<file path="src/histogram_largest_rectangle_unit_defines.svh">
// Assertion macros shared by the largest-rectangle unit.
`ifndef HISTOGRAM_LARGEST_RECTANGLE_UNIT_DEFINES_SVH
`define HISTOGRAM_LARGEST_RECTANGLE_UNIT_DEFINES_SVH
`ifndef ASSERT_OFF
`define HLR_ASSERT_ALWAYS(lbl, ck, rn, cond) \
	lbl: assert property (@(posedge ck) disable iff (!rn) (cond)) \
		else $error("assertion failed");
`define HLR_ASSERT_NEXT(lbl, ck, rn, ante, cons) \
	lbl: assert property (@(posedge ck) disable iff (!rn) (ante) |=> (cons)) \
		else $error("assertion failed");
`else
`define HLR_ASSERT_ALWAYS(lbl, ck, rn, cond)
`define HLR_ASSERT_NEXT(lbl, ck, rn, ante, cons)
`endif
`endif

</file>
<file path="src/hlr_pkg.sv">
// Shared constants and types of the largest-rectangle unit.
package hlr_pkg;

	localparam int MAX_BARS    = 1024;
	localparam int HEIGHT_BITS = 32;
	localparam int AREA_BITS   = 42;
	localparam int ADDR_W      = (MAX_BARS > 1) ? $clog2(MAX_BARS) : 1;
	localparam int POS_W       = $clog2(MAX_BARS + 1);
	localparam int PROD_W      = HEIGHT_BITS + POS_W;

	typedef struct packed {
		logic [HEIGHT_BITS-1:0] height;
		logic [ADDR_W-1:0]      start;
	} entry_t;

	localparam int ENTRY_W = $bits(entry_t);

	// one popped entry going to the area unit
	typedef struct packed {
		logic                   vld;
		logic [HEIGHT_BITS-1:0] height;
		logic [POS_W-1:0]       width;
	} pop_req_t;

	typedef enum logic [1:0] {
		S_IDLE,
		S_POP,
		S_DRAIN,
		S_OUT
	} state_t;

endpackage

</file>
<file path="src/hlr_area_unit.sv">
// Area multiply stage and running maximum.
module hlr_area_unit
	import hlr_pkg::*;
(
	input  logic              clk,
	input  logic              arst_n,
	input  pop_req_t          req,
	input  logic              clear,
	output logic [PROD_W-1:0] best
);

	logic              vld_s1;
	logic [PROD_W-1:0] prod_s1;
	logic [PROD_W-1:0] best_q;

	always_ff @(posedge clk or negedge arst_n) begin
		if (!arst_n) begin
			vld_s1 <= 1'b0;
		end else begin
			vld_s1 <= req.vld;
		end
	end

	always_ff @(posedge clk) begin
		if (req.vld) begin
			prod_s1 <= PROD_W'(req.height) * PROD_W'(req.width);
		end
	end

	always_ff @(posedge clk or negedge arst_n) begin
		if (!arst_n) begin
			best_q <= '0;
		end else if (clear) begin
			best_q <= '0;
		end else if (vld_s1 && (prod_s1 > best_q)) begin
			best_q <= prod_s1;
		end
	end

	assign best = best_q;

endmodule

</file>
<file path="config.mk">
export PLATFORM = sky130hd
export DESIGN_NAME = hlr_area_unit
export DESIGN_NICKNAME = d
export VERILOG_FILES = /design/src/histogram_largest_rectangle_unit_defines.svh /design/src/hlr_pkg.sv /design/src/hlr_area_unit.sv
export SDC_FILE = /design/constraint.sdc
export NUM_CORES = 1
export LEC_CHECK = 0
export BUFFER_PORTS_ARGS = -buffer_cell sky130_fd_sc_hd__buf_2
export CAP_MARGIN = 20
export CELL_PAD_IN_SITES_DETAIL_PLACEMENT = 1
export CELL_PAD_IN_SITES_GLOBAL_PLACEMENT = 1
export CORE_MARGIN = 2
export CORE_UTILIZATION = 46
export CTS_BUF_LIST = sky130_fd_sc_hd__clkbuf_2
export DETAILED_ROUTE_END_ITERATION = 16
export HOLD_SLACK_MARGIN = 0.15
export PLACE_DENSITY = 0.92
export SLEW_MARGIN = 20
export SYNTH_ARGS = -nofsm -noshare
export SYNTH_HDL_FRONTEND = slang
export SYNTH_SLANG_ARGS = --single-unit
</file>
<file path="constraint.sdc">
create_clock -name clk -period 3.2 [get_ports clk]
set_clock_uncertainty 0.2 [all_clocks]
set_input_delay 0.64 -clock clk [delete_from_list [all_inputs] [get_ports clk]]
set_output_delay 0.64 -clock clk [all_outputs]
set_load 0.05 [all_outputs]
</file>
==> results of run 1 <==
[sequential cells by signal (all words and copies together) (netlist names)]
signal	cells
best	43
prod_s1	43
vld_s1	1
[stage by stage]
stage | hold slack (ps) | cell area, um^2 | worst slack [ps]
6_report | 267 | 21200 | -2880
5_1_grt | 310 | 21200 | -2850
4_1_cts | 375 | 20100 | -2210
3_5_place_dp | 334 | 18100 | -3470
3_3_place_gp | 311 | 18100 | -2930
2_1_floorplan | 144 | 16100 | -2480
[layer usage]
layer  global-route usage  up-vias  routed length (um)
li1                     -     5683                   -
met1                0.475     7746               27500
met2                0.729     1836               38600
met3               0.0904      950               11200
met4                0.362        2               12300
met5                    0        -                  13
[critical path: cells and delay by family]
kind                     cells  cell delay (ps)
AO/OA/AOI/OAI                3              840
XOR/XNOR                     1              400
adder cells (fa/ha/maj)      6             2710
buffers and inverters        6              730
AND/OR/NAND/NOR              4              930
[placed cells by master, fill, tap and decap left out, drive strengths merged, types with 43 or more instances in the layout]
master and n:
nand2 231, ha 124, mux2i 43, and2 161
buf 421, dfrtp 44, fa 269, edfxtp 43
a21oi 55, nor2 64, inv 294
[cells by family after synthesis]
family,after synthesis,synth area share
mux,43,0.0285
buf+inv,381,0.100
compound gates,153,0.0630
flops,87,0.158
simple gates,522,0.168
fa+ha+maj,393,0.459
xor+xnor,38,0.0220
[cell type report]
cell class	instances	area, um^2
diodes	4	10.0
multi-input cells	1149	13200
well taps	442	553
clock buffers	10	50.0
repair buffers	427	3860
flip-flops and latches	87	2410
fillers	3410	11200
inverters	293	1100
clock inverters	6	35.0
[worst paths after layout]
path | startpoint | to | slack (ps) | depth (start not counted)
worst max-delay path | req[2] | prod_s1[32]$_DFFE_PP_ | -2880 | 20
worst min-delay path | arst_n | best[26]$_DFFE_PN0P_ | 270 | 2
worst max register to register | prod_s1[12]$_DFFE_PP_ | best[25]$_DFFE_PN0P_ | -900 | 11
worst min register to register | best[21]$_DFFE_PN0P_ | best[21]$_DFFE_PN0P_ | 410 | 2
max in group asynchronous | arst_n | best[39]$_DFFE_PN0P_ | 2020 | 2
min in group clk | best[21]$_DFFE_PN0P_ | best[21]$_DFFE_PN0P_ | 410 | 2
[what timing repair did]
item,4_1_cts,5_1_grt
hold endpoints to repair,44,0
gates cloned,11,4
pin swaps,124,135
setup buffers,55,40
setup endpoints to repair,82,82
resized for setup,298,195
hold buffers,1,0
==> metrics.txt, run 1 <==
max_slew headroom=0.236; drc violations=0; EDFF count, synth=43; Placed Cells=about 2300; CTS tree=yes; area leader, netlist=fa_1; Cell Chain, Critical Path=buf_12, buf_12, buf_8, buf_8, nand2_4, fa_1, fa_1, inv_1, ha_1, fa_1, fa_2, ha_4, o21ai_1, nand2b_1, nand3_4, a31oi_4, buf_4, nor3_1, o21ai_1, xor2_1; Syn Nets=between 2000 and 2500; post-route clock period utilization=1.90; Area Growth Syn to Fin=40.5%; Wirelength per Cell=about 37 um; Worst Path Required=3420 ps; CTS Buf Count=9; status=complete, but fails checks; HP Class=input port to asynchronous set/reset pin; Syn. warnings=0; DPL Wire Length=45100 um; worst-skew pair later-pin latency=680 ps; leading cell type by number of instances after synthesis=inv_1; Synth cell types=51; Congestion Overflow GR=0; initial antenna violation count=4; Synth top area share=0.357; CP max-delay cell=fa_1; vias post-DR=around 16000; Final setup viols=82; average size of a mapped cell=9.34 um^2; Hold Vio Cnt, Final=0; GRT Overall Usage=0.435; antenna violation net count after detailed routing=0; worst slew pin tran=1150 ps; Top FF cell, synth=dfrtp_1; Area contributors post-synth=fa_1, ha_1, edfxtp_1; clock tree buffer depth=2; non-filler instance count after layout=around 2400; Yosys reg bits=87; post-route setup slack=-2880 ps; most used cell, CP=fa_1; num rows=66; Post-Route WL=between 80000 and 90000 um; number of I/O port buffers=89; setup TNS=-117680 ps; Via density=6.71; post-layout min period=6080 ps; Iter 0 DRT Violations=2136; chip width=185 um; die area=0.0343 mm^2; core area=between 0.03 and 0.04 mm^2; Root Buffer=clkbuf_2; htree depth=3; Critical Path End Type=register; fmax=164 MHz; vias in the first global route=17161; sequential area share after synthesis=0.158; DRT Pass-1 Iters=8; synthesized cell area=0.0151 mm^2; largest net degree at the start of global routing=45; Routability Congestion=0.895; clk slew on worst S/H paths=320 ps; top cells by count, synth=inv_1, fa_1, nand2_1; Synth Instances=1617; RSZ-0062 raised after global routing=yes; WS Path Type=input port to register; ys async rst share=0.506; I/O pin cnt=90; share of cells above drive strength 1=0.410; Initial Util=0.465; CP Max Fanout=6; CP Launch Type=input port; share of the core filled with cells=0.654; Max Slew Vio Count=0; violations in the final reports=negative setup slack; first-pass GRT wire length=approximately 110000 um; max_cap viols=0; die height=185 um; critical path data arrival time=6300 ps; NumNets Final=roughly 2400; clock sink count=87; crit-path max cell delay=a little over 600 ps
Power of run 1 is left out: the tool's default activity adds up to more than one toggle a clock period on the data nets, which glitch-free logic cannot reach.
==> run 2: changes to the inputs <==
- CORE_UTILIZATION: 46 -> 51
- CTS_CLUSTER_SIZE: not set -> 24
- PLACE_DENSITY: 0.92 -> 0.95
- SETUP_SLACK_MARGIN: not set -> 0.4
- clock period: 3.2 -> 6.86 ns (I/O delays scaled with it)
==> metrics.txt, run 2 (synthesis results as in run 1) <==
CP bufs+invs=5 (-1); Layout fillers=3299 (-3.3%); GRT Overall Usage=0.320 (-0.115); Initial Util=0.522 (+0.0566); NumNets Final=2148 (-11%); post-layout min period=6350 ps; core area=0.0289 mm^2 (-11%); most frequent cells in the layout=inv_1, fa_1, nand2_1; max_cap viols=0 (unchanged); share of cells above drive strength 1=0.125 (-0.285); Via density=5.79 (-14%); die height=176 um (-4.9%); r2r startpoint=best[41]$_DFFE_PN0P_; dpl cell area=0.0163 mm^2 (-10%); Wirelength per Cell=22.7 um (-39%); critical path data arrival time=6540 ps (+240 ps); Root Buffer=clkbuf_2; Routability Congestion=0.910 (+1.6%); Final setup viols=0 (-100%); CP top delay family=adder cells; DRT Pass-1 Iters=5 (-3); RSZ-0062 raised after global routing=yes; Worst Path Required=7050 ps (+3630 ps); Cell Chain, Critical Path=buf_2, buf_12, nand2_1, fa_1, fa_1, inv_1, fa_1, fa_1, inv_1, fa_1, inv_1, ha_1, a21oi_2, and2_1, nand4_1, nand2_1, a21oi_2, a41oi_2, o21ai_1, a311o_1; commonest non-fill, non-tap cell in the layout=inv_1; antenna violation net count after detailed routing=0 (unchanged); Critical Path End Type=register; htree depth=3 (unchanged); status=finished clean; vias in the first global route=14211 (-17%); multi-input combinational cell area=0.0113 mm^2 (-14%); crit-path max cell delay=580 ps (-40 ps); largest net degree at the start of global routing=45 (unchanged); CP Launch Type=input port; min-delay src=prod_s1[0]$_DFFE_PP_; vias post-DR=12150 (-25%); WS Path Type=input port to register; drc violations=0 (unchanged); post-CTS setup repair buffer count=0 (-100%); I/O pin cnt=90 (unchanged); R2R Setup Slk=2580 ps (+3480 ps); clock sink count=87 (unchanged); Iter 0 DRT Violations=829 (-61%); Congestion Overflow GR=0 (unchanged); Hold Vio Cnt, Final=0 (unchanged); Post-Route WL=47700 um (-47%); Reg area=0.00239 mm^2 (-0.83%); max_slew headroom=0.339 (+0.104); worst hold margin=381 ps (+114 ps); final instance area=0.0166 mm^2 (-22%); num rows=62 (-6.1%); DPL Wire Length=39900 um (-12%); CTS Buf Count=9 (unchanged); number of I/O port buffers=89 (unchanged); crit path launch=req[3]; HP Class=register to register; worst-skew pair later-pin latency=600 ps (-80 ps); CP Max Fanout=32 (+26); CTS tree=yes; Area Growth Syn to Fin=9.80%; fmax=157 MHz; first-pass GRT wire length=76400 um (-30%); setup TNS=0 ps (+117680 ps); most used cell, CP=fa_1; clock tree buffer depth=2 (unchanged); worst slew pin tran=991 ps (-156 ps); initial antenna violation count=1 (-3); die area=0.0310 mm^2 (-9.6%); clk slew on worst S/H paths=270 ps (-50 ps); CP max-delay cell=fa_1; Max Slew Vio Count=0 (unchanged); chip width=176 um (-4.9%); post-route clock period utilization=0.926
[run 2: cell count changes in the layout (fill, tap and decap cells not counted), sizes merged]
| cell | change |
|---|---|
| dlygate4sd3 | -1 |
| bufinv | +2 |
| buf | -256 |
| clkbuf | -2 |
| diode | -3 |
| inv | +2 |
| clkinv | -3 |
| bufbuf | -1 |
[run 2: worst paths after layout]
| check | end | depth (start not counted) |
|---|---|---|
| worst max-delay path | prod_s1[31]$_DFFE_PP_ | 20 |
| worst min-delay path | best[0]$_DFFE_PN0P_ | 2 |
| worst max register to register | best[5]$_DFFE_PN0P_ | 11 |
| worst min register to register | best[0]$_DFFE_PN0P_ | 2 |
| max in group asynchronous | best[5]$_DFFE_PN0P_ | 1 |
| min in group asynchronous | best[40]$_DFFE_PN0P_ | 1 |
[run 2: repair_timing]
item                                    in CTS  in global routing
endpoints found under the hold margin        0                  0
endpoints found under the setup margin       6                  8
gates resized for setup                      6                 23
hold buffers                                 0                  0
pin swaps                                    0                  3
[run 2: final cells by class]
class                   instances  area share
multi-input cells            1149       0.684
clock buffers                   9     0.00272
clock inverters                 7     0.00619
inverters                     293      0.0663
well taps                     384      0.0290
repair buffers                168      0.0673
flip-flops and latches         87       0.144
diodes                          1    0.000151
[run 2: tightest hold or removal path, cell delays in order, from the launching register on]
cell and delay (ps):
edfxtp_1 420, mux2i_1 90, nor2_1 90
[run 2: metrics by stage]
step,std cells,worst slack (ps),utilization
after global routing,2098,381,0.573
after floorplan,1617,389,-
after detailed placement,2081,-473,0.564
final,2098,511,0.573
after global placement,2081,-25.0,0.564
after CTS,2097,463,0.570
[run 2: routing by layer]
| metal | vias up | GRT usage | part of all wire |
|---|---|---|---|
| met4 | 0 | 0.140 | 0.051 |
| li1 | 5159 | - | - |
| met5 | - | 0 | 0 |
| met2 | 567 | 0.580 | 0.51 |
| met3 | 181 | 0.0390 | 0.060 |
| met1 | 6243 | 0.383 | 0.38 |
Power of run 2 is left out for the same reason.
