**src/histogram_largest_rectangle_unit_defines.svh**
```systemverilog
// Assertion macros shared by the largest-rectangle unit.
`ifndef HISTOGRAM_LARGEST_RECTANGLE_UNIT_DEFINES_SVH
`define HISTOGRAM_LARGEST_RECTANGLE_UNIT_DEFINES_SVH
`ifndef ASSERT_OFF
`define HLR_ASSERT_ALWAYS(lbl, ck, rn, cond) \
	lbl: assert property (@(posedge ck) disable iff (!rn) (cond)) \
		else $error("assertion failed");
`define HLR_ASSERT_NEXT(lbl, ck, rn, ante, cons) \
	lbl: assert property (@(posedge ck) disable iff (!rn) (ante) |=> (cons)) \
		else $error("assertion failed");
`else
`define HLR_ASSERT_ALWAYS(lbl, ck, rn, cond)
`define HLR_ASSERT_NEXT(lbl, ck, rn, ante, cons)
`endif
`endif

```
**src/hlr_stack_ram.sv**
```systemverilog
// Stack storage: one write port, one registered read port.
module hlr_stack_ram #(
	parameter int DATA_W = 8,
	parameter int ADDR_W = 4,
	parameter int DEPTH  = 16
) (
	input  logic              clk,
	input  logic              wr_en,
	input  logic [ADDR_W-1:0] wr_addr,
	input  logic [DATA_W-1:0] wr_data,
	input  logic [ADDR_W-1:0] rd_addr,
	output logic [DATA_W-1:0] rd_data
);

	logic [DATA_W-1:0] mem [DEPTH];

	always_ff @(posedge clk) begin
		if (wr_en) begin
			mem[wr_addr] <= wr_data;
		end
	end

	always_ff @(posedge clk) begin
		rd_data <= mem[rd_addr];
	end

endmodule

```
**config.mk**
```make
export PLATFORM = sky130hd
export DESIGN_NAME = hlr_stack_ram
export DESIGN_NICKNAME = d
export VERILOG_FILES = /design/src/histogram_largest_rectangle_unit_defines.svh /design/src/hlr_stack_ram.sv
export SDC_FILE = /design/constraint.sdc
export NUM_CORES = 1
export LEC_CHECK = 0
export CAP_MARGIN = 20
export CORE_MARGIN = 2
export CORE_UTILIZATION = 58
export CTS_CLUSTER_DIAMETER = 60
export CTS_CLUSTER_SIZE = 16
export DETAILED_ROUTE_END_ITERATION = 8
export DONT_BUFFER_PORTS = 1
export GPL_ROUTABILITY_DRIVEN = 0
export PLACE_DENSITY = 0.74
export SLEW_MARGIN = 20
export SYNTH_ARGS = -nofsm -noshare
export SYNTH_HDL_FRONTEND = slang
export SYNTH_SLANG_ARGS = --single-unit
```
**constraint.sdc**
```tcl
create_clock -name clk -period 3.15 [get_ports clk]
set_input_delay 0.315 -clock clk [delete_from_list [all_inputs] [get_ports clk]]
set_output_delay 0.315 -clock clk [all_outputs]
set_load 0.05 [all_outputs]
```
==> impl_metrics.json, run 1 <==
{
  "die_w_um": 98.2,
  "min_path_cells": 3,
  "end_kind": "flop",
  "cp-endpoint": "rd_data[3]$_DFF_P_",
  "cp_max_fo": 1,
  "antenna_found_initial": 0,
  "hold_class": "in2reg",
  "cts_max_path_buffers": 2,
  "pre_cts_ws_ns": 1.36,
  "initial_core_util_pct": 59.3,
  "antenna_left": 0,
  "fin_tns_setup_ns": 0,
  "wl_per_cell_um": 25.1,
  "fp.dieH_um": 98.2,
  "synthDistinctLibCells": 19,
  "slew_headroom_pct": 38.9,
  "fin_crit_ns": 1.46,
  "die-area_um2": 9640,
  "ir_drop_v": 0.000384,
  "p_leak_nw": 1.94,
  "critPathRequiredTime_ns": 3.54,
  "remaining_drc_errors": 0,
  "post-route-period-util_pct": 46.3,
  "rsz0062_at_grt": "no",
  "ys_ff_latch": 136,
  "startpoint": "mem[1][3]$_DFFE_PP_",
  "vias": 2350,
  "track_usage_pct": 21.5,
  "synth.cell_area_um2": 5150,
  "via_per_inst": 6.33,
  "mostFrequentLayoutCells": "edfxtp_1 (128), mux4_2 (18), a22oi_1 (16), clkbuf_16 (16), mux4_1 (14)",
  "reg2reg_to": "rd_data[3]$_DFF_P_",
  "status": "complete, no violations",
  "start_kind": "flop",
  "dpl.hpwl_mm": 5.68,
  "clock_latency_ns": 0.52,
  "crit_arrival_ns": 1.85,
  "cts_sinks": 136,
  "hold_violations": 0,
  "antenna-diode-count": 0,
  "post_cts_resized": 0,
  "cts_max_level": 4,
  "grt_pass1_wl_mm": 14.6,
  "path_clk_slew_ns": 0.06,
  "maxCapViolations": 0,
  "crit_type": "reg2reg",
  "clock-root-buffer": "clkbuf_8",
  "coreArea_um2": 8680,
  "ys_warn_count": 0,
  "final_nets": 268,
  "cts_tree": "done",
  "fmax_mhz": 685,
  "setup_ws_ns": 1.69,
  "powerDensity_nw_per_um2": 709,
  "grt_start_max_net_pins": 33,
  "syn-num-nets": 247,
  "first_pass_iters": 4,
  "tightest_slew_ns": 0.913,
  "reg2regPathDepth": 3,
  "synthCells": 229,
  "avgSynthCellArea_um2": 22.5,
  "grt_overflow": 0,
  "wl_mm": 9.32,
  "ys_seq_area_share_pct": 77.8,
  "setup_viol": 0,
  "grt_pass1_vias": 2444,
  "io_buffers": 0,
  "skew_ns": 0.00613,
  "drt_iter0_drc": 200,
  "final_core_util_pct": 68.1,
  "drive_above_1_share_pct": 20.5,
  "layout_commonest_cell": "edfxtp_1",
  "num_rows": 34,
  "areaGrowthSynthToFinish_pct": 14.8,
  "io_pins": 26,
  "finalMaxSlewViolations": 0,
  "cts_made_buffers": 17,
  "r2r_slack_ns": 1.69,
  "rr_startpoint": "mem[1][3]$_DFFE_PP_"
}
==> what timing repair did <==
action | CTS | global route
endpoints found under the hold margin | 128 | 0
hold buffers | 8 | 0
setup endpoints to repair | 0 | 0
buffers inserted | 0 | 0
==> per-layer routing <==
| metal | track usage [%] | part of all wire (%) | up-vias |
|---|---|---|---|
| met3 | 6.16 | 7.1 | 16 |
| met2 | 31.4 | 48 | 88 |
| met5 | 0 | 0 | - |
| li1 | - | - | 1016 |
| met1 | 31.8 | 44 | 1230 |
| met4 | 7.90 | 1.7 | 0 |
==> flip-flops by register name, summed over array words and instances (netlist names) <==
name / cells
rd_data: 8
mem: 128
==> area by class of cell <==
class                   instances  area, um2
clock buffers                  21        459
multi-input cells              83       1060
repair buffers                 12        110
fillers                       551       2770
well taps                     108        135
flip-flops and latches        136       4000
clock inverters                11        145
==> power by group <==
part           internal [mW]  switching [mW]  leakage [nW]
clock                   1.27           0.707         0.290
combinational         0.0645          0.0722         0.424
sequential              2.02          0.0541          1.22
==> cells by family (layout without fill, tap and decap cells) <==
logic type      Yosys count  after routing  share of synthesized area, %
flops                   136            136                          77.8
simple gates             35             35                          3.18
mux                      32             32                          15.0
compound gates           16             16                          2.33
buf+inv                  10             44                          1.68
==> how the worst min path moves through the flow <==
stage                          start  slack, ns             endpoint
after global routing      rd_addr[1]       0.10   rd_data[2]$_DFF_P_
after detailed placement  wr_data[6]       0.41  mem[1][6]$_DFFE_PP_
after CTS                 rd_addr[1]       0.08   rd_data[5]$_DFF_P_
after floorplan           wr_data[0]       0.41  mem[0][0]$_DFFE_PP_
after global placement    wr_data[2]       0.41  mem[4][2]$_DFFE_PP_
final                     rd_addr[1]       0.09   rd_data[5]$_DFF_P_
==> worst max-delay path: stages (launching register included) <==
cell	delay, ns
edfxtp_1	0.38
mux4_1	0.53
a22oi_1	0.33
nand2_1	0.10
==> synthesized netlist by cell type <==
| master | number | share of area (%) |
|---|---|---|
| mux4_2 | 18 | 7.9 |
| mux4_1 | 14 | 7.1 |
| buf_2 | 3 | 0.29 |
| nand3b_1 | 2 | 0.29 |
| nor3_1 | 4 | 0.39 |
| edfxtp_1 | 128 | 75 |
| nand3_1 | 1 | 0.097 |
| a22oi_1 | 16 | 2.3 |
| nand2_1 | 9 | 0.66 |
| and2_1 | 1 | 0.12 |
| and2b_1 | 1 | 0.15 |
| or3b_2 | 1 | 0.17 |
| buf_6 | 3 | 0.66 |
| nor2_1 | 13 | 0.95 |
| clkdlybuf4s25_2 | 3 | 0.58 |
| nor2b_1 | 1 | 0.12 |
| dfxtp_1 | 8 | 3.1 |
| buf_4 | 1 | 0.15 |
| nand2b_1 | 2 | 0.24 |
==> stage by stage <==
step / instances / power, mW / hold WS [ns] / cell area, um2
floorplan: 229 / 2.21 / 0.414 / 5150
global placement: 331 / 2.22 / 0.415 / 5230
detailed placement: 331 / 2.22 / 0.415 / 5230
CTS: 371 / 4.21 / 0.0791 / 5910
global route: 371 / 4.31 / 0.100 / 5910
finish: 371 / 4.19 / 0.0917 / 5910
(Power assumes the default switching activity.)
==> run 2: changes to the inputs <==
--- a/config.mk
+++ b/config.mk
@@ -7,7 +7,7 @@
 export LEC_CHECK = 0
 export CAP_MARGIN = 20
 export CORE_MARGIN = 2
-export CORE_UTILIZATION = 58
+export CORE_UTILIZATION = 56
 export CTS_CLUSTER_DIAMETER = 60
 export CTS_CLUSTER_SIZE = 16
 export DETAILED_ROUTE_END_ITERATION = 8
==> constraint.sdc (replaced) <==
create_clock -name clk -period 1.3 [get_ports clk]
set_input_delay 0.13 -clock clk [delete_from_list [all_inputs] [get_ports clk]]
set_output_delay 0.13 -clock clk [all_outputs]
set_load 0.05 [all_outputs]
==> impl_metrics.json, run 2 (same netlist as run 1, synthesis figures left out) <==
{
  "switching_share_pct": 21.4,
  "hp-start": "rd_addr[1]",
  "status": "finished, violations left",
  "cts_tree": "done",
  "cp_max_fo": 1,
  "reg2reg_to": "rd_data[2]$_DFF_P_",
  "antenna_found_initial": 1,
  "dpl.hpwl_mm": 5.76,
  "fill_cells": 560,
  "first_pass_iters": 4,
  "mostFrequentLayoutCells": "edfxtp_1 (128), mux4_2 (28), buf_4 (18), clkbuf_16 (16), nor2_1 (13)",
  "remaining_drc_errors": 0,
  "rr_startpoint": "mem[3][2]$_DFFE_PP_",
  "via_per_inst": 6.19,
  "setup_ws_ns": 0.00996,
  "multi_input_area_um2": 1080,
  "slew_headroom_pct": 40.9,
  "pre_cts_ws_ns": -0.0637,
  "min_path_cells": 3,
  "holdPathEnd": "rd_data[5]$_DFF_P_",
  "register_area_um2": 4010,
  "fmax_mhz": 775,
  "wl_mm": 9.68,
  "finalMaxSlewViolations": 0,
  "crit_arrival_ns": 1.69,
  "antenna-diode-count": 0,
  "cts_max_path_buffers": 2,
  "hold_class": "in2reg",
  "coreArea_um2": 8810,
  "die-area_um2": 9980,
  "pwr-share-clk_pct": 45.0,
  "tightest_slew_ns": 0.885,
  "postCtsHoldBufs": 10,
  "post-route-period-util_pct": 99.2,
  "largest_reg_flops": 128,
  "violations": "negative hold slack",
  "vias": 2397,
  "crit_type": "reg2reg",
  "end_kind": "flop",
  "holdWs_ns": -0.0911,
  "antenna_left": 0,
  "r2r_slack_ns": 0.01,
  "p_int_mw": 7.74,
  "initial_core_util_pct": 58.5,
  "grt_pass1_vias": 2521,
  "layout_commonest_cell": "edfxtp_1",
  "largestRegisters": "mem: 128 flops, rd_data: 8 flops",
  "die_w_um": 99.9,
  "io_pins": 26,
  "critPathRequiredTime_ns": 1.70,
  "powerDensity_nw_per_um2": 1640,
  "clock-root-buffer": "clkbuf_8",
  "reg2regPathDepth": 3,
  "pwr-share-comb_pct": 4.0,
  "p_sw_mw": 2.11,
  "skew_ns": 0.00853,
  "drive_above_1_share_pct": 33.3,
  "drt_iter0_drc": 205,
  "rsz0062_at_grt": "yes",
  "fp.dieH_um": 99.9,
  "track_usage_pct": 21.2,
  "setup_viol": 0,
  "p_leak_nw": 1.97,
  "maxCapViolations": 0,
  "grt_pass1_wl_mm": 14.6,
  "final_nets": 284,
  "fin_crit_ns": 1.29,
  "grt_start_max_net_pins": 33,
  "cts_max_level": 4,
  "top_register": "mem",
  "path_clk_slew_ns": 0.06,
  "cts_made_buffers": 17,
  "hold_violations": 8,
  "clock_latency_ns": 0.51,
  "areaGrowthSynthToFinish_pct": 17.0,
  "ir_drop_v": 0.00108,
  "start_kind": "flop",
  "p_seq_share_pct": 51.0,
  "num_rows": 34,
  "cts_sinks": 136,
  "io_buffers": 0,
  "wl_per_cell_um": 25.0,
  "grt_overflow": 0
}
run 2: cell count changes in the layout (fill, tap and decap cells not counted), moves of 3 or more:
| cell | delta |
|---|---|
| a22oi_1 | -10 |
| a22oi_2 | +10 |
| buf_4 | +14 |
| inv_6 | +3 |
| mux4_1 | -10 |
| mux4_2 | +10 |
| nor3_1 | -3 |
| nor3_2 | +3 |
run 2: metal layers:
metal,GRT usage [%],up-vias,wire length (um)
met5,0,-,13
met4,9.17,2,106
met3,5.29,8,639
met2,34.9,103,5040
met1,27.4,1248,3880
li1,-,1036,-
run 2: layout make-up:
type / count / share of cell area, %
repair buffers: 28 / 3.91
clock buffers: 19 / 7.33
multi-input cells: 83 / 18.0
clock inverters: 13 / 1.99
well taps: 108 / 2.24
flip-flops and latches: 136 / 66.5
run 2: how the worst max path moves through the flow:
stage,startpoint,cells past startpoint,slack [ns],endpoint
after global routing,mem[3][5]$_DFFE_PP_,3,-0.02,rd_data[5]$_DFF_P_
after detailed placement,mem[1][5]$_DFFE_PP_,3,-0.06,rd_data[5]$_DFF_P_
after global placement,mem[1][5]$_DFFE_PP_,3,-0.02,rd_data[5]$_DFF_P_
after CTS,mem[0][0]$_DFFE_PP_,3,0.004,rd_data[0]$_DFF_P_
after floorplan,wr_addr[2],2,-0.1,mem[3][0]$_DFFE_PP_
final,mem[3][2]$_DFFE_PP_,3,0.01,rd_data[2]$_DFF_P_
run 2: what timing repair did:
item                                    4_1_cts  5_1_grt
resized for setup                            12        9
endpoints found under the hold margin       160        8
cloned                                        0        0
endpoints found under the setup margin        8        7
buffers inserted                              0        0
pin swaps                                     5        4
run 2: power groups by stage:
stage / logic [mW] / registers (mW) / clock network [mW]
finish: 0.392 / 5.03 / 4.43
global route: 0.419 / 5.04 / 4.68
CTS: 0.387 / 5.03 / 4.51
detailed placement: 0.285 / 5.12 / 0
global placement: 0.280 / 5.11 / 0
floorplan: 0.250 / 5.12 / 0
run 2: critical path, cell delays in order (launching register included):
cell	delay [ns]
edfxtp_1	0.39
mux4_2	0.49
a22oi_2	0.23
nand2_1	0.07
run 2: metrics by stage:
stage | instance area [um2] | setup TNS (ns) | power, mW | utilization, % | std cells
CTS | 6040 | 0 | 9.92 | 68.6 | 387
finish | 6020 | 0 | 9.85 | 68.4 | 387
global route | 6020 | -0.0497 | 10.1 | 68.4 | 387
detailed placement | 5350 | -0.176 | 5.40 | 60.7 | 345
floorplan | 5160 | -2.94 | 5.37 | - | 229
global placement | 5350 | -0.0407 | 5.39 | 60.7 | 345
==> run 3: changes to the inputs <==
--- a/config.mk
+++ b/config.mk
@@ -7,7 +7,7 @@
 export LEC_CHECK = 0
 export CAP_MARGIN = 20
 export CORE_MARGIN = 2
-export CORE_UTILIZATION = 56
+export CORE_UTILIZATION = 58
 export CTS_CLUSTER_DIAMETER = 60
 export CTS_CLUSTER_SIZE = 16
 export DETAILED_ROUTE_END_ITERATION = 8
==> constraint.sdc (replaced) <==
create_clock -name clk -period 1.7 [get_ports clk]
set_input_delay 0.17 -clock clk [delete_from_list [all_inputs] [get_ports clk]]
set_output_delay 0.17 -clock clk [all_outputs]
set_load 0.05 [all_outputs]
==> impl_metrics.json, run 3 (same netlist as run 1, synthesis figures left out) <==
{
  "cp_top_family": "buffers and inverters",
  "postCtsHoldBufs": 8,
  "grt_start_max_net_pins": 33,
  "startpoint": "rd_addr[1]",
  "initial_core_util_pct": 59.3,
  "top_register": "mem",
  "reg2reg_to": "rd_data[1]$_DFF_P_",
  "grt_pass1_wl_mm": 15.1,
  "ir_drop_v": 0.000763,
  "fin_crit_ns": 1.50,
  "areaGrowthSynthToFinish_pct": 17.7,
  "wl_per_cell_um": 25.9,
  "crit_arrival_ns": 1.90,
  "grt_overflow": 0,
  "hold_class": "in2reg",
  "rr_startpoint": "mem[9][1]$_DFFE_PP_",
  "end_kind": "flop",
  "powerDensity_nw_per_um2": 1300,
  "post-route-period-util_pct": 88.3,
  "first_pass_iters": 5,
  "worstPathCellList": "dlygate4sd3_1 > mux4_1 > a22oi_1 > nand2_1",
  "cts_max_path_buffers": 2,
  "multi_input_area_um2": 1060,
  "layout_commonest_cell": "edfxtp_1",
  "cp_max_fo": 18,
  "final_nets": 286,
  "rsz0062_at_grt": "no",
  "drt_iter0_drc": 201,
  "dpl.hpwl_mm": 5.78,
  "wl_mm": 10.1,
  "final_core_util_pct": 69.8,
  "coreArea_um2": 8680,
  "antenna_left": 0,
  "drive_above_1_share_pct": 24.2,
  "fin_tns_setup_ns": 0,
  "via_per_inst": 6.36,
  "critPathRequiredTime_ns": 2.10,
  "antenna-diode-count": 0,
  "io_pins": 26,
  "antenna_found_initial": 0,
  "violations": "negative hold slack",
  "tightest_slew_ns": 0.738,
  "die-area_um2": 9640,
  "largestRegisters": "mem: 128 flops, rd_data: 8 flops",
  "slowest_delay_ns": 1.02,
  "crit_type": "in2reg",
  "cts_made_buffers": 17,
  "io_buffers": 0,
  "status": "finished, violations left",
  "die_w_um": 98.2,
  "skew_ns": 0.00498,
  "slew_headroom_pct": 50.6,
  "clock-root-buffer": "clkbuf_8",
  "cts_tree": "done",
  "largest_reg_flops": 128,
  "setup_viol": 0,
  "holdWs_ns": -0.0271,
  "mostFrequentLayoutCells": "edfxtp_1 (128), buf_4 (19), mux4_2 (18), a22oi_1 (16), clkbuf_16 (16)",
  "critical_path_buf_inv_count": 1,
  "vias": 2474,
  "fp.dieH_um": 98.2,
  "hold_violations": 4,
  "p_leak_nw": 2.03,
  "fill_cells": 559,
  "cp-endpoint": "rd_data[0]$_DFF_P_",
  "fmax_mhz": 666,
  "path_clk_slew_ns": 0.06,
  "cp.depth": 4,
  "post_cts_resized": 0,
  "remaining_drc_errors": 0,
  "p_total_mw": 7.87,
  "start_kind": "input port",
  "slowest_stage": "dlygate4sd3_1",
  "post-cts-setup-buffer-count": 0,
  "cts_sinks": 136,
  "cts_max_level": 4,
  "grt_pass1_vias": 2517,
  "reg2regPathDepth": 3,
  "num_rows": 34,
  "clock_latency_ns": 0.51,
  "maxCapViolations": 0,
  "finalMaxSlewViolations": 0,
  "r2r_slack_ns": 0.32,
  "register_area_um2": 4000,
  "track_usage_pct": 22.2
}
[run 3: cell types whose count changed in the layout (fill, tap and decap cells not counted), moves of 2 or more]
| cell | before | now |
|---|---|---|
| bufinv_16 | 1 | 4 |
| inv_6 | 4 | 1 |
| nor3_2 | 3 | 0 |
| a22oi_2 | 10 | 0 |
| mux4_1 | 4 | 14 |
| nor3_1 | 1 | 4 |
| mux4_2 | 28 | 18 |
| clkbuf_1 | 0 | 2 |
| a22oi_1 | 6 | 16 |
[run 3: cell type report]
| class | instances | area share, % |
|---|---|---|
| flip-flops and latches | 136 | 66.1 |
| multi-input cells | 83 | 17.4 |
| clock buffers | 20 | 7.19 |
| repair buffers | 30 | 4.17 |
| clock inverters | 12 | 2.89 |
| well taps | 108 | 2.23 |
[run 3: worst register-to-register path, stage by stage (launching register included)]
cell	delay, ns
edfxtp_1	0.37
mux4_1	0.51
a22oi_1	0.28
nand2_1	0.09
[run 3: through the flow]
stage                     cells  instance area (um2)  setup WS [ns]
final                       389                 6060          0.199
after global routing        389                 6060          0.135
after detailed placement    346                 5340          0.337
after CTS                   386                 6030          0.309
after global placement      346                 5340          0.340
after floorplan             229                 5150         0.0371
[run 3: how the worst min path moves through the flow]
stage / from / endpoint / slack [ns] / cells past startpoint
after global placement: wr_data[2] / mem[5][2]$_DFFE_PP_ / 0.27 / 0
after floorplan: wr_data[0] / mem[0][0]$_DFFE_PP_ / 0.27 / 0
after global routing: rd_addr[1] / rd_data[3]$_DFF_P_ / 0.008 / 3
after detailed placement: wr_data[2] / mem[6][2]$_DFFE_PP_ / 0.27 / 0
final: rd_addr[1] / rd_data[3]$_DFF_P_ / -0.03 / 3
after CTS: rd_addr[1] / rd_data[4]$_DFF_P_ / -0.07 / 3
[run 3: layer usage]
metal | routed length [um] | global-route usage, % | part of all wire (%)
met4 | 153 | 6.22 | 1.5
met2 | 5000 | 34.1 | 50
met5 | 0 | 0 | 0
met1 | 4200 | 31.9 | 42
met3 | 719 | 6.59 | 7.1
[run 3: power breakdown]
group | internal, mW | switching, mW | total (mW)
sequential | 3.75 | 0.107 | 3.86
clock | 2.42 | 1.32 | 3.73
combinational | 0.133 | 0.143 | 0.276
total | 6.30 | 1.57 | 7.87
